--- config.mk ---
export PLATFORM = sky130hd
export DESIGN_NAME = bsd_ram
export DESIGN_NICKNAME = d
export VERILOG_FILES = /design/src/rtl/bsd_ram.sv
export SDC_FILE = /design/constraint.sdc
export NUM_CORES = 1
export LEC_CHECK = 0
export ABC_AREA = 1
export BUFFER_PORTS_ARGS = -buffer_cell sky130_fd_sc_hd__buf_4
export CORE_ASPECT_RATIO = 0.8
export CORE_MARGIN = 4
export CORE_UTILIZATION = 45
export DETAILED_ROUTE_END_ITERATION = 12
export PLACE_DENSITY = 0.67
export SLEW_MARGIN = 20
export SYNTH_ARGS = -nofsm -noshare
export SYNTH_HDL_FRONTEND = slang
export SYNTH_SLANG_ARGS = --single-unit
export TNS_END_PERCENT = 50
--- constraint.sdc ---
create_clock -name clock -period 2.4 [get_ports clock]
set_clock_uncertainty 0.1 [all_clocks]
set_input_delay 0.12 -clock clock [delete_from_list [all_inputs] [get_ports clock]]
set_output_delay 0.12 -clock clock [all_outputs]
set_load 0.03 [all_outputs]
--- src/rtl/bsd_ram.sv ---
// Generic single-write, single-read RAM with registered read data.
`default_nettype none
module bsd_ram #(
   parameter int WIDTH = 8,
   parameter int DEPTH = 64,
   localparam int ADDR_W = $clog2(DEPTH)
) (
   input  wire logic              clock,
   input  wire logic              wr_en,
   input  wire logic [ADDR_W-1:0] wr_addr,
   input  wire logic [WIDTH-1:0]  wr_data,
   input  wire logic              rd_en,
   input  wire logic [ADDR_W-1:0] rd_addr,
   output logic      [WIDTH-1:0]  rd_data
);

   logic [WIDTH-1:0] mem_ff [DEPTH];
   logic [WIDTH-1:0] rd_data_ff;

   always_ff @(posedge clock) begin
      if (wr_en) begin
         mem_ff[wr_addr] <= wr_data;
      end
      if (rd_en) begin
         rd_data_ff <= mem_ff[rd_addr];
      end
   end

   assign rd_data = rd_data_ff;

endmodule
`default_nettype wire

==> results of run 1 <==
worst max-delay path: cells and delay by family, from the launching register on:
family | cells | cell delay, ns
buffers and inverters | 1 | 0.54
AND/OR/NAND/NOR | 8 | 0.80
flip-flops | 1 | 0.36
registers in the layout, indices dropped and copies added (netlist names):
name and flops:
mem_ff 512, rd_data 8
logic make-up (layout without fill, tap and decap cells):
family                 after synthesis  after routing  share of synthesized area (%)
buffers and inverters              125            240                           4.01
flip-flops                         520            520                           72.9
AND/OR/NAND/NOR                   1160           1160                           23.1
synthesized netlist by cell type:
library cell,instances
buf_2,37
inv_6,1
buf_4,14
nand4_1,9
buf_1,10
nand3_1,439
inv_1,10
nor4_1,8
clkbuf_1,15
inv_2,1
nand2_1,648
buf_6,35
edfxtp_1,520
nor2_1,56
buf_8,2
power by group through the flow:
stage                     clock network [mW]  logic (mW)  registers [mW]
final                                   7.56        1.25            10.1
after global routing                    8.04        1.36            10.1
after CTS                               7.67        1.23            10.1
after detailed placement                   0        1.22            10.3
after global placement                     0        1.20            10.3
after floorplan                            0       0.707            10.3
area by class of cell:
cell class | instances | share of cell area, %
flip-flops and latches | 520 | 64.7
multi-input cells | 1160 | 20.5
clock buffers | 62 | 5.28
repair buffers | 139 | 4.99
well taps | 620 | 3.21
clock inverters | 27 | 1.10
inverters | 12 | 0.218
per-layer routing:
metal	routed length (µm)	share of wire (%)	vias to the layer above
met2	23400	44	645
met4	1210	2.2	0
met3	5280	9.8	78
met5	0	0	-
li1	-	-	6499
met1	23800	44	6997
worst max path at each step:
stage | to | from | depth (start not counted) | slack [ns]
floorplan | mem_ff[48][0] | wr_en | 3 | 0.41
global placement | rd_data[1] | rd_addr[1] | 11 | 0.39
detailed placement | rd_data[5] | rd_addr[1] | 11 | 0.34
CTS | rd_data[2] | mem_ff[39][2] | 9 | 0.33
global route | rd_data[2] | mem_ff[39][2] | 9 | 0.22
finish | rd_data[2] | mem_ff[39][2] | 9 | 0.34
stage by stage:
stage	util [%]	std cells	worst slack [ns]	total power, mW
global route	51.4	2540	0.219	19.5
global placement	47.9	2443	0.390	11.5
floorplan	-	1805	0.414	11.0
finish	51.4	2540	0.337	18.9
CTS	51.4	2540	0.327	19.0
detailed placement	47.9	2443	0.344	11.5
timing repair:
action | 4_1_cts | 5_1_grt
hold endpoints to repair | 72 | 0
hold buffers | 8 | 0
resized for setup | 0 | 0
layout by cell type, fill, tap and decap left out, types with 8 or more instances in the layout:
cell type      Yosys  layout
buf_12             0      11
buf_4             14     119
clkbuf_1          15      13
clkbuf_16          0      49
clkinv_1           0       9
dlygate4sd3_1      0       8
edfxtp_1         520     520
inv_1             10       9
nand2_1          648     648
nand3_1          439     439
nand4_1            9       9
nor2_1            56      56
nor4_1             8       8
==> impl_metrics.tcl, run 1 <==
set metrics [dict create \
    rsz0062_at_grt "no" \
    top_usage_layer "met1" \
    design_area_um2 24100 \
    status "finished clean" \
    syn_to_final_growth_pct 12.7 \
    start_util_pct 45.6 \
    cp-start-kind "flip-flop" \
    clockBufferDepth 3 \
    worst_pin_slew_ns 0.864 \
    p_clk_share_pct 40.0 \
    min_delay_path_depth 1 \
    numCtsBuffers 48 \
    worst-r2r-cell-count 9 \
    min-delay-start "wr_data[3]" \
    clock-sinks 520 \
    worstSkewPairLatency_ns 0.57 \
    min_period_ns 2.06 \
    timing.slew.headroom_pct 42.4 \
    seqPwrFrac_pct 53.4 \
    htreeDepth 2 \
    ios 31 \
    drt_iter0_drc 1790 \
    finalMaxSlewViolations 0 \
    worstPathMaxFanout 1 \
    root_buffer "clkbuf_16" \
    rr_startpoint "mem_ff[39][2]" \
    via_per_inst 5.60 \
    crit_path_cell_trace "nand2_1 > nand3_1 > nand3_1 > nand2_1 > nand2_1 > nand3_1 > nand3_1 > dlygate4sd3_1 > nand2_1" \
    netlist_instances 1805 \
    num_antenna_cells 0 \
    regArea_um2 15600 \
    cpPeakStageDelay_ns 0.54 \
    syn_avg_cell_area_um2 11.9 \
    clk_pin_slew_worst_paths_ns 0.07 \
    maxCapViolCount 0 \
    peakVddDrop_mv 0.683 \
    hold_violations 0 \
    synth_seq_area_share_pct 72.9 \
    dpl.hpwl_um 31300 \
    track_usage_pct 20.8 \
    worstPathArrival_ns 2.29 \
    synth.area.top_cells "edfxtp_1, nand2_1, nand3_1, buf_6, nor2_1" \
    drt.antenna.violating_nets 0 \
    synth_nets 1828 \
    power_density_nw_per_um2 783 \
    fillers 3961 \
    synth_area_leader_cell "edfxtp_1" \
    cp-end-kind "flip-flop" \
    critPathKind "reg -> reg" \
    syn_area_um2 21400 \
    vias 14219 \
    use_met2_pct 30.5 \
    use_met3_pct 4.40 \
    grt_max_degree 90 \
    drc 0 \
    cp.required_ns 2.62 \
    use_met1_pct 32.1 \
    core-area_um2 47000 \
    grt_overflow 0 \
    synth_top_area_share_pct 72.9 \
    synth_seq_cells 520 \
    gp_congestion 0.924 \
    hold_ws_ns 0.0463 \
    setup_viol 0 \
    io_buffer_count 30 \
    intPower_mw 14.7 \
    antenna_found_initial 0 \
    p_leak_nw 8.76 \
    post-route-period-util_pct 86.0 \
    swShare_pct 22.3 \
    drive_above_1_share_pct 10.5 \
    hp-class "in -> reg" \
    postCtsSetupBuffers 0 \
    fmax_mhz 485 \
    row_count 71 \
    fin_setup_tns_ns 0 \
    drt-pass1-iter-count 8 \
    rrSetupSlack_ns 0.34 \
    yosys_warnings 0 \
    num-nets-final 1904 \
    routed_wl_um 53700 \
    pwr-share-comb_pct 6.6 \
    ys_types 15 \
    wl_per_cell_um 21.2 \
    rr_endpoint "rd_data[2]" \
    grt_pass1_vias 13384 \
    dpl_cell_area_um2 22500 \
    hold_path_end "mem_ff[39][3]" \
    fp.dieW_um 252 \
    power_switching_mw 4.21 \
    critical-path-slowest-cell "dlygate4sd3_1" \
    cts_tree "done" \
    dieArea_um2 51200 \
    die_height_um 203 \
    multi_input_area_um2 4950 \
    grt_pass1_wl_um 81600 \
]
No activity file was read; power rests on OpenSTA's default activity.
==> run 2: changes to the inputs <==
--- a/config.mk
+++ b/config.mk
@@ -6,12 +6,11 @@
 export NUM_CORES = 1
 export LEC_CHECK = 0
 export ABC_AREA = 1
-export BUFFER_PORTS_ARGS = -buffer_cell sky130_fd_sc_hd__buf_4
+export BUFFER_PORTS_ARGS = -buffer_cell sky130_fd_sc_hd__clkbuf_2
 export CORE_ASPECT_RATIO = 0.8
 export CORE_MARGIN = 4
 export CORE_UTILIZATION = 45
 export DETAILED_ROUTE_END_ITERATION = 12
-export PLACE_DENSITY = 0.67
 export SLEW_MARGIN = 20
 export SYNTH_ARGS = -nofsm -noshare
 export SYNTH_HDL_FRONTEND = slang
==> run 2 against run 1 <==
Cell area grew 0.99%. Sequential share of layout area shrank 0.63 points. Utilization grew 0.51 points. Critical endpoint is now rd_data[1]. Largest power group unchanged.
==> impl_metrics.tcl, run 2 (synthesized netlist as in run 1, its figures left out) <==
set metrics [dict create \
    grt_overflow 0 \
    fp.dieW_um 252 \
    htreeDepth 2 \
    fin_setup_tns_ns 0 \
    fmax_mhz 616 \
    final_common_cell "nand2_1" \
    cts_tree "done" \
    regMostFlops "mem_ff" \
    numCtsBuffers 50 \
    start_util_pct 45.6 \
    drt_iter0_drc 1753 \
    grt_max_degree 65 \
    largest_register_ffs 512 \
    instances_no_fill 2557 \
    postCtsSetupBuffers 0 \
    die_height_um 203 \
    drc 0 \
    cp-end-kind "flip-flop" \
    num-nets-final 1921 \
    critPathKind "reg -> reg" \
    setup_viol 0 \
    antenna_found_initial 1 \
    worstPathArrival_ns 1.85 \
    gp_congestion 0.884 \
    io_buffer_count 30 \
    grt_pass1_wl_um 86300 \
    dp_cells 2459 \
    via_per_inst 5.55 \
    crit_buf_inv 0 \
    routed_wl_um 57200 \
    post-route-period-util_pct 67.6 \
    cpPeakStageDelay_ns 0.36 \
    worstPathMaxFanout 1 \
    total_power_mw 19.3 \
    grt_pass1_vias 13537 \
    drt.antenna.violating_nets 0 \
    wl_per_cell_um 22.4 \
    cp_top_family "simple AND/OR/NAND/NOR gates" \
    dpl.hpwl_um 34200 \
    min_period_ns 1.62 \
    drive_above_1_share_pct 11.2 \
    core-area_um2 47000 \
    clock-sinks 520 \
    drt-pass1-iter-count 6 \
    p_leak_nw 8.90 \
    status "finished clean" \
    clockBufferDepth 3 \
    final_cell_mix "nand2_1, edfxtp_1, nand3_1" \
    vias 14188 \
    track_usage_pct 22.2 \
    hp-class "in -> reg" \
    ios 31 \
    rsz0062_at_grt "no" \
    peakVddDrop_mv 0.574 \
    maxCapViolCount 0 \
    power_density_nw_per_um2 793 \
    dieArea_um2 51200 \
    clk_pin_slew_worst_paths_ns 0.06 \
    timing.slew.headroom_pct 23.1 \
    hold_violations 0 \
    finalMaxSlewViolations 0 \
    root_buffer "clkbuf_16" \
    num_antenna_cells 0 \
    crit_path_cell_trace "nand2_1 > nand3_1 > nand3_1 > nand2_1 > nand2_1 > nand3_1 > nand3_1 > nand2_1" \
    cp.required_ns 2.62 \
    worst_pin_slew_ns 1.15 \
    cp-start-kind "flip-flop" \
    row_count 71 \
    syn_to_final_growth_pct 13.8 \
    worstSkewPairLatency_ns 0.58 \
    critical-path-slowest-cell "edfxtp_1" \
]
-- run 2: cell type report --
cell class                 instances  area, µm²
sequential                       520      15600
multi-input combinational       1160       4950
inverter                          12       52.6
timing repair buffer             154       1360
clock inverter                    28        305
tap                              620        776
clock buffer                      63       1320
fill                            4020      22600
-- run 2: stage by stage --
stage / hold slack (ns) / util [%] / setup WS (ns) / area [µm²]
2_1_floorplan: 0.119 / - / 0.414 / 21400
3_3_place_gp: 0.420 / 48.3 / 0.291 / 22700
3_5_place_dp: 0.426 / 48.3 / 0.289 / 22700
4_1_cts: 0.0182 / 51.9 / 0.789 / 24400
5_1_grt: 0.0501 / 51.9 / 0.665 / 24400
6_report: 0.0425 / 51.9 / 0.777 / 24400
-- run 2: power by group --
part | switching [mW] | total (mW) | internal, mW
Sequential | 0.0408 | 10.1 | 10.1
Combinational | 0.943 | 1.29 | 0.343
Clock | 3.29 | 7.93 | 4.63
-- run 2: repair_timing --
action,4_1_cts,5_1_grt
hold buffers,7,0
resized for setup,0,0
endpoints found under the setup margin,0,0
endpoints found under the hold margin,208,0
-- run 2: tightest hold or removal path, stage by stage --
cell	delay (ns)
clkbuf_2	0.18
nor4_1	0.07
buf_4	0.17
-- run 2: per-layer routing --
| layer | vias to the layer above | part of all wire (%) | wire (µm) | global-route usage, % |
|---|---|---|---|---|
| li1 | 6537 | - | - | - |
| met1 | 6905 | 45 | 25500 | 33.9 |
| met3 | 85 | 11 | 6150 | 6.32 |
| met4 | 2 | 1.9 | 1080 | 4.71 |
| met5 | - | 0.019 | 11 | 0 |
| met2 | 659 | 43 | 24500 | 32.0 |
-- run 2: worst paths after layout --
path,from,endpoint,slack (ns),cells past startpoint
setup / recovery,mem_ff[43][1],rd_data[1],0.78,8
hold / removal,wr_addr[0],mem_ff[52][3],0.04,3
setup reg to reg,mem_ff[43][1],rd_data[1],0.78,8
hold reg to reg,mem_ff[20][6],rd_data[6],0.82,8
==> run 3: changes to the inputs <==
==> constraint.sdc (replaced) <==
create_clock -name clock -period 1.6 [get_ports clock]
set_clock_uncertainty 0.1 [all_clocks]
set_input_delay 0.08 -clock clock [delete_from_list [all_inputs] [get_ports clock]]
set_output_delay 0.08 -clock clock [all_outputs]
set_load 0.03 [all_outputs]
==> run 3 against run 2 <==
First-iteration DRC count down 8.5%. Non-clock buffer count up 48. Critical path depth unchanged. Utilization up 1.6 points. Cell area up 3.2%. Total power up 52%. Count of clock-buffer cells in the layout down 1. Fmax up 5.0%. Routed wire length down 2.1%. Clock power up 51%. Final cell count up 2.0%. Worst setup slack worse by 0.72 ns. Critical path type unchanged. Critical endpoint is now rd_data[6]. Highest routed layer unchanged.
==> impl_metrics.tcl, run 3 (synthesized netlist as in run 1, its figures left out) <==
set metrics [dict create \
    drive_above_1_share_pct 15.0 \
    timing.slew.headroom_pct 68.9 \
    grt_overflow 0 \
    routed_wl_um 56000 \
    regMostFlops "mem_ff" \
    syn_to_final_growth_pct 17.4 \
    startpoint "mem_ff[63][6]" \
    final_common_cell "nand2_1" \
    fp.dieW_um 252 \
    cp.depth 8 \
    worst_pin_slew_ns 0.466 \
    rr_startpoint "mem_ff[63][6]" \
    num_antenna_cells 0 \
    dpl_cell_area_um2 23300 \
    top_usage_layer "met1" \
    worstPathMaxFanout 1 \
    num-nets-final 1971 \
    status "finished clean" \
    min_period_ns 1.55 \
    worst-r2r-cell-count 8 \
    dp_cells 2504 \
    rrSetupSlack_ns 0.05 \
    cts_tree "done" \
    core-area_um2 47000 \
    use_met3_pct 5.00 \
    design_area_um2 25100 \
    post-route-period-util_pct 96.6 \
    maxCapViolCount 0 \
    use_met1_pct 32.6 \
    row_count 71 \
    hp-class "in -> reg" \
    fmax_mhz 647 \
    drc 0 \
    htreeDepth 2 \
    peakVddDrop_mv 1.00 \
    grt_max_degree 72 \
    drt_iter0_drc 1604 \
    dp_slack_ns -0.269 \
    total_power_mw 29.3 \
    crit_buf_inv 0 \
    critical-path-slowest-cell "edfxtp_1" \
    ios 31 \
    endpoint "rd_data[6]" \
    io_buffer_count 30 \
    setup_viol 0 \
    rr_endpoint "rd_data[6]" \
    worstSkewPairLatency_ns 0.61 \
    instances_no_fill 2608 \
    clk_pin_slew_worst_paths_ns 0.06 \
    power_density_nw_per_um2 1170 \
    wl_per_cell_um 21.5 \
    grt_pass1_wl_um 84900 \
    cp_top_family "simple AND/OR/NAND/NOR gates" \
    p_leak_nw 9.27 \
    setup_ws_ns 0.0546 \
    use_met2_pct 32.4 \
    hold_violations 0 \
    finalMaxSlewViolations 0 \
    die_height_um 203 \
    critPathKind "reg -> reg" \
    final_cell_mix "nand2_1, edfxtp_1, nand3_1" \
    largest_register_ffs 512 \
    gp_congestion 0.863 \
    root_buffer "clkbuf_16" \
    numCtsBuffers 52 \
    final_util_pct 53.5 \
    dpl.hpwl_um 34200 \
    cp-start-kind "flip-flop" \
    drt-pass1-iter-count 5 \
    clock-sinks 520 \
    cp.required_ns 1.84 \
    crit_path_cell_trace "nand2_1 > nand3_1 > nand3_1 > nand2_2 > nand2_1 > nand3_4 > nand3_1 > nand2_1" \
    dieArea_um2 51200 \
    clockBufferDepth 3 \
    drt.antenna.violating_nets 0 \
    track_usage_pct 21.8 \
    cp-end-kind "flip-flop" \
    worstPathArrival_ns 1.78 \
    antenna_found_initial 1 \
    via_per_inst 5.47 \
    start_util_pct 45.6 \
    vias 14263 \
    cpPeakStageDelay_ns 0.35 \
    grt_pass1_vias 13894 \
]
run 3: cell count changes in the layout (fill, tap and decap cells not counted), sizes merged:
cell / before / now
dlygate4sd3: 7 / 10
buf: 119 / 163
clkinvlp: 1 / 0
bufinv: 7 / 5
clkinv: 19 / 25
inv: 13 / 14
run 3: per-layer routing:
layer,share of wire [%],wire (µm)
met2,44,24400
met5,0.18,101
met3,8.8,4950
met4,2.5,1380
met1,45,25100
run 3: per-stage QoR:
step                hold WS, ns  setup TNS, ns
floorplan                0.0789         -45.16
global placement          0.422          -1.21
detailed placement        0.426          -1.26
CTS                      0.0184              0
global route             0.0685        -0.0157
finish                   0.0633              0
run 3: worst min-delay path by stage:
stage          slack, ns        from           end  depth (start not counted)
5_1_grt             0.07  wr_addr[0]  mem_ff[1][1]                          4
2_1_floorplan       0.08  wr_data[0]  mem_ff[0][0]                          0
4_1_cts             0.02  wr_addr[0]  mem_ff[1][1]                          4
3_5_place_dp        0.43       rd_en    rd_data[6]                          1
3_3_place_gp        0.42       rd_en    rd_data[6]                          1
6_report            0.06  rd_addr[4]    rd_data[7]                          5
run 3: what timing repair did:
action,CTS,global route
endpoints found under the setup margin,1,5
setup buffers,0,0
gates cloned,0,0
hold buffers,10,0
pin swaps,1,4
endpoints found under the hold margin,478,0
gates resized for setup,3,22
run 3: layout make-up:
class	count	area, µm²
Multi-Input combinational cell	1160	5110
Fill cell	3976	21800
Clock inverter	32	289
Timing Repair Buffer	202	1920
Tap cell	620	776
Clock buffer	62	1380
Sequential cell	520	15600
Inverter	12	52.6
run 3: power breakdown:
group	switching, mW	internal (mW)
combinational	1.46	0.651
sequential	0.0431	15.1
clock	5.09	6.94
run 3: worst min-delay path, stage by stage:
cell	delay [ns]
clkbuf_2	0.10
buf_4	0.21
nand3_1	0.12
nand3_1	0.08
nand2_1	0.07
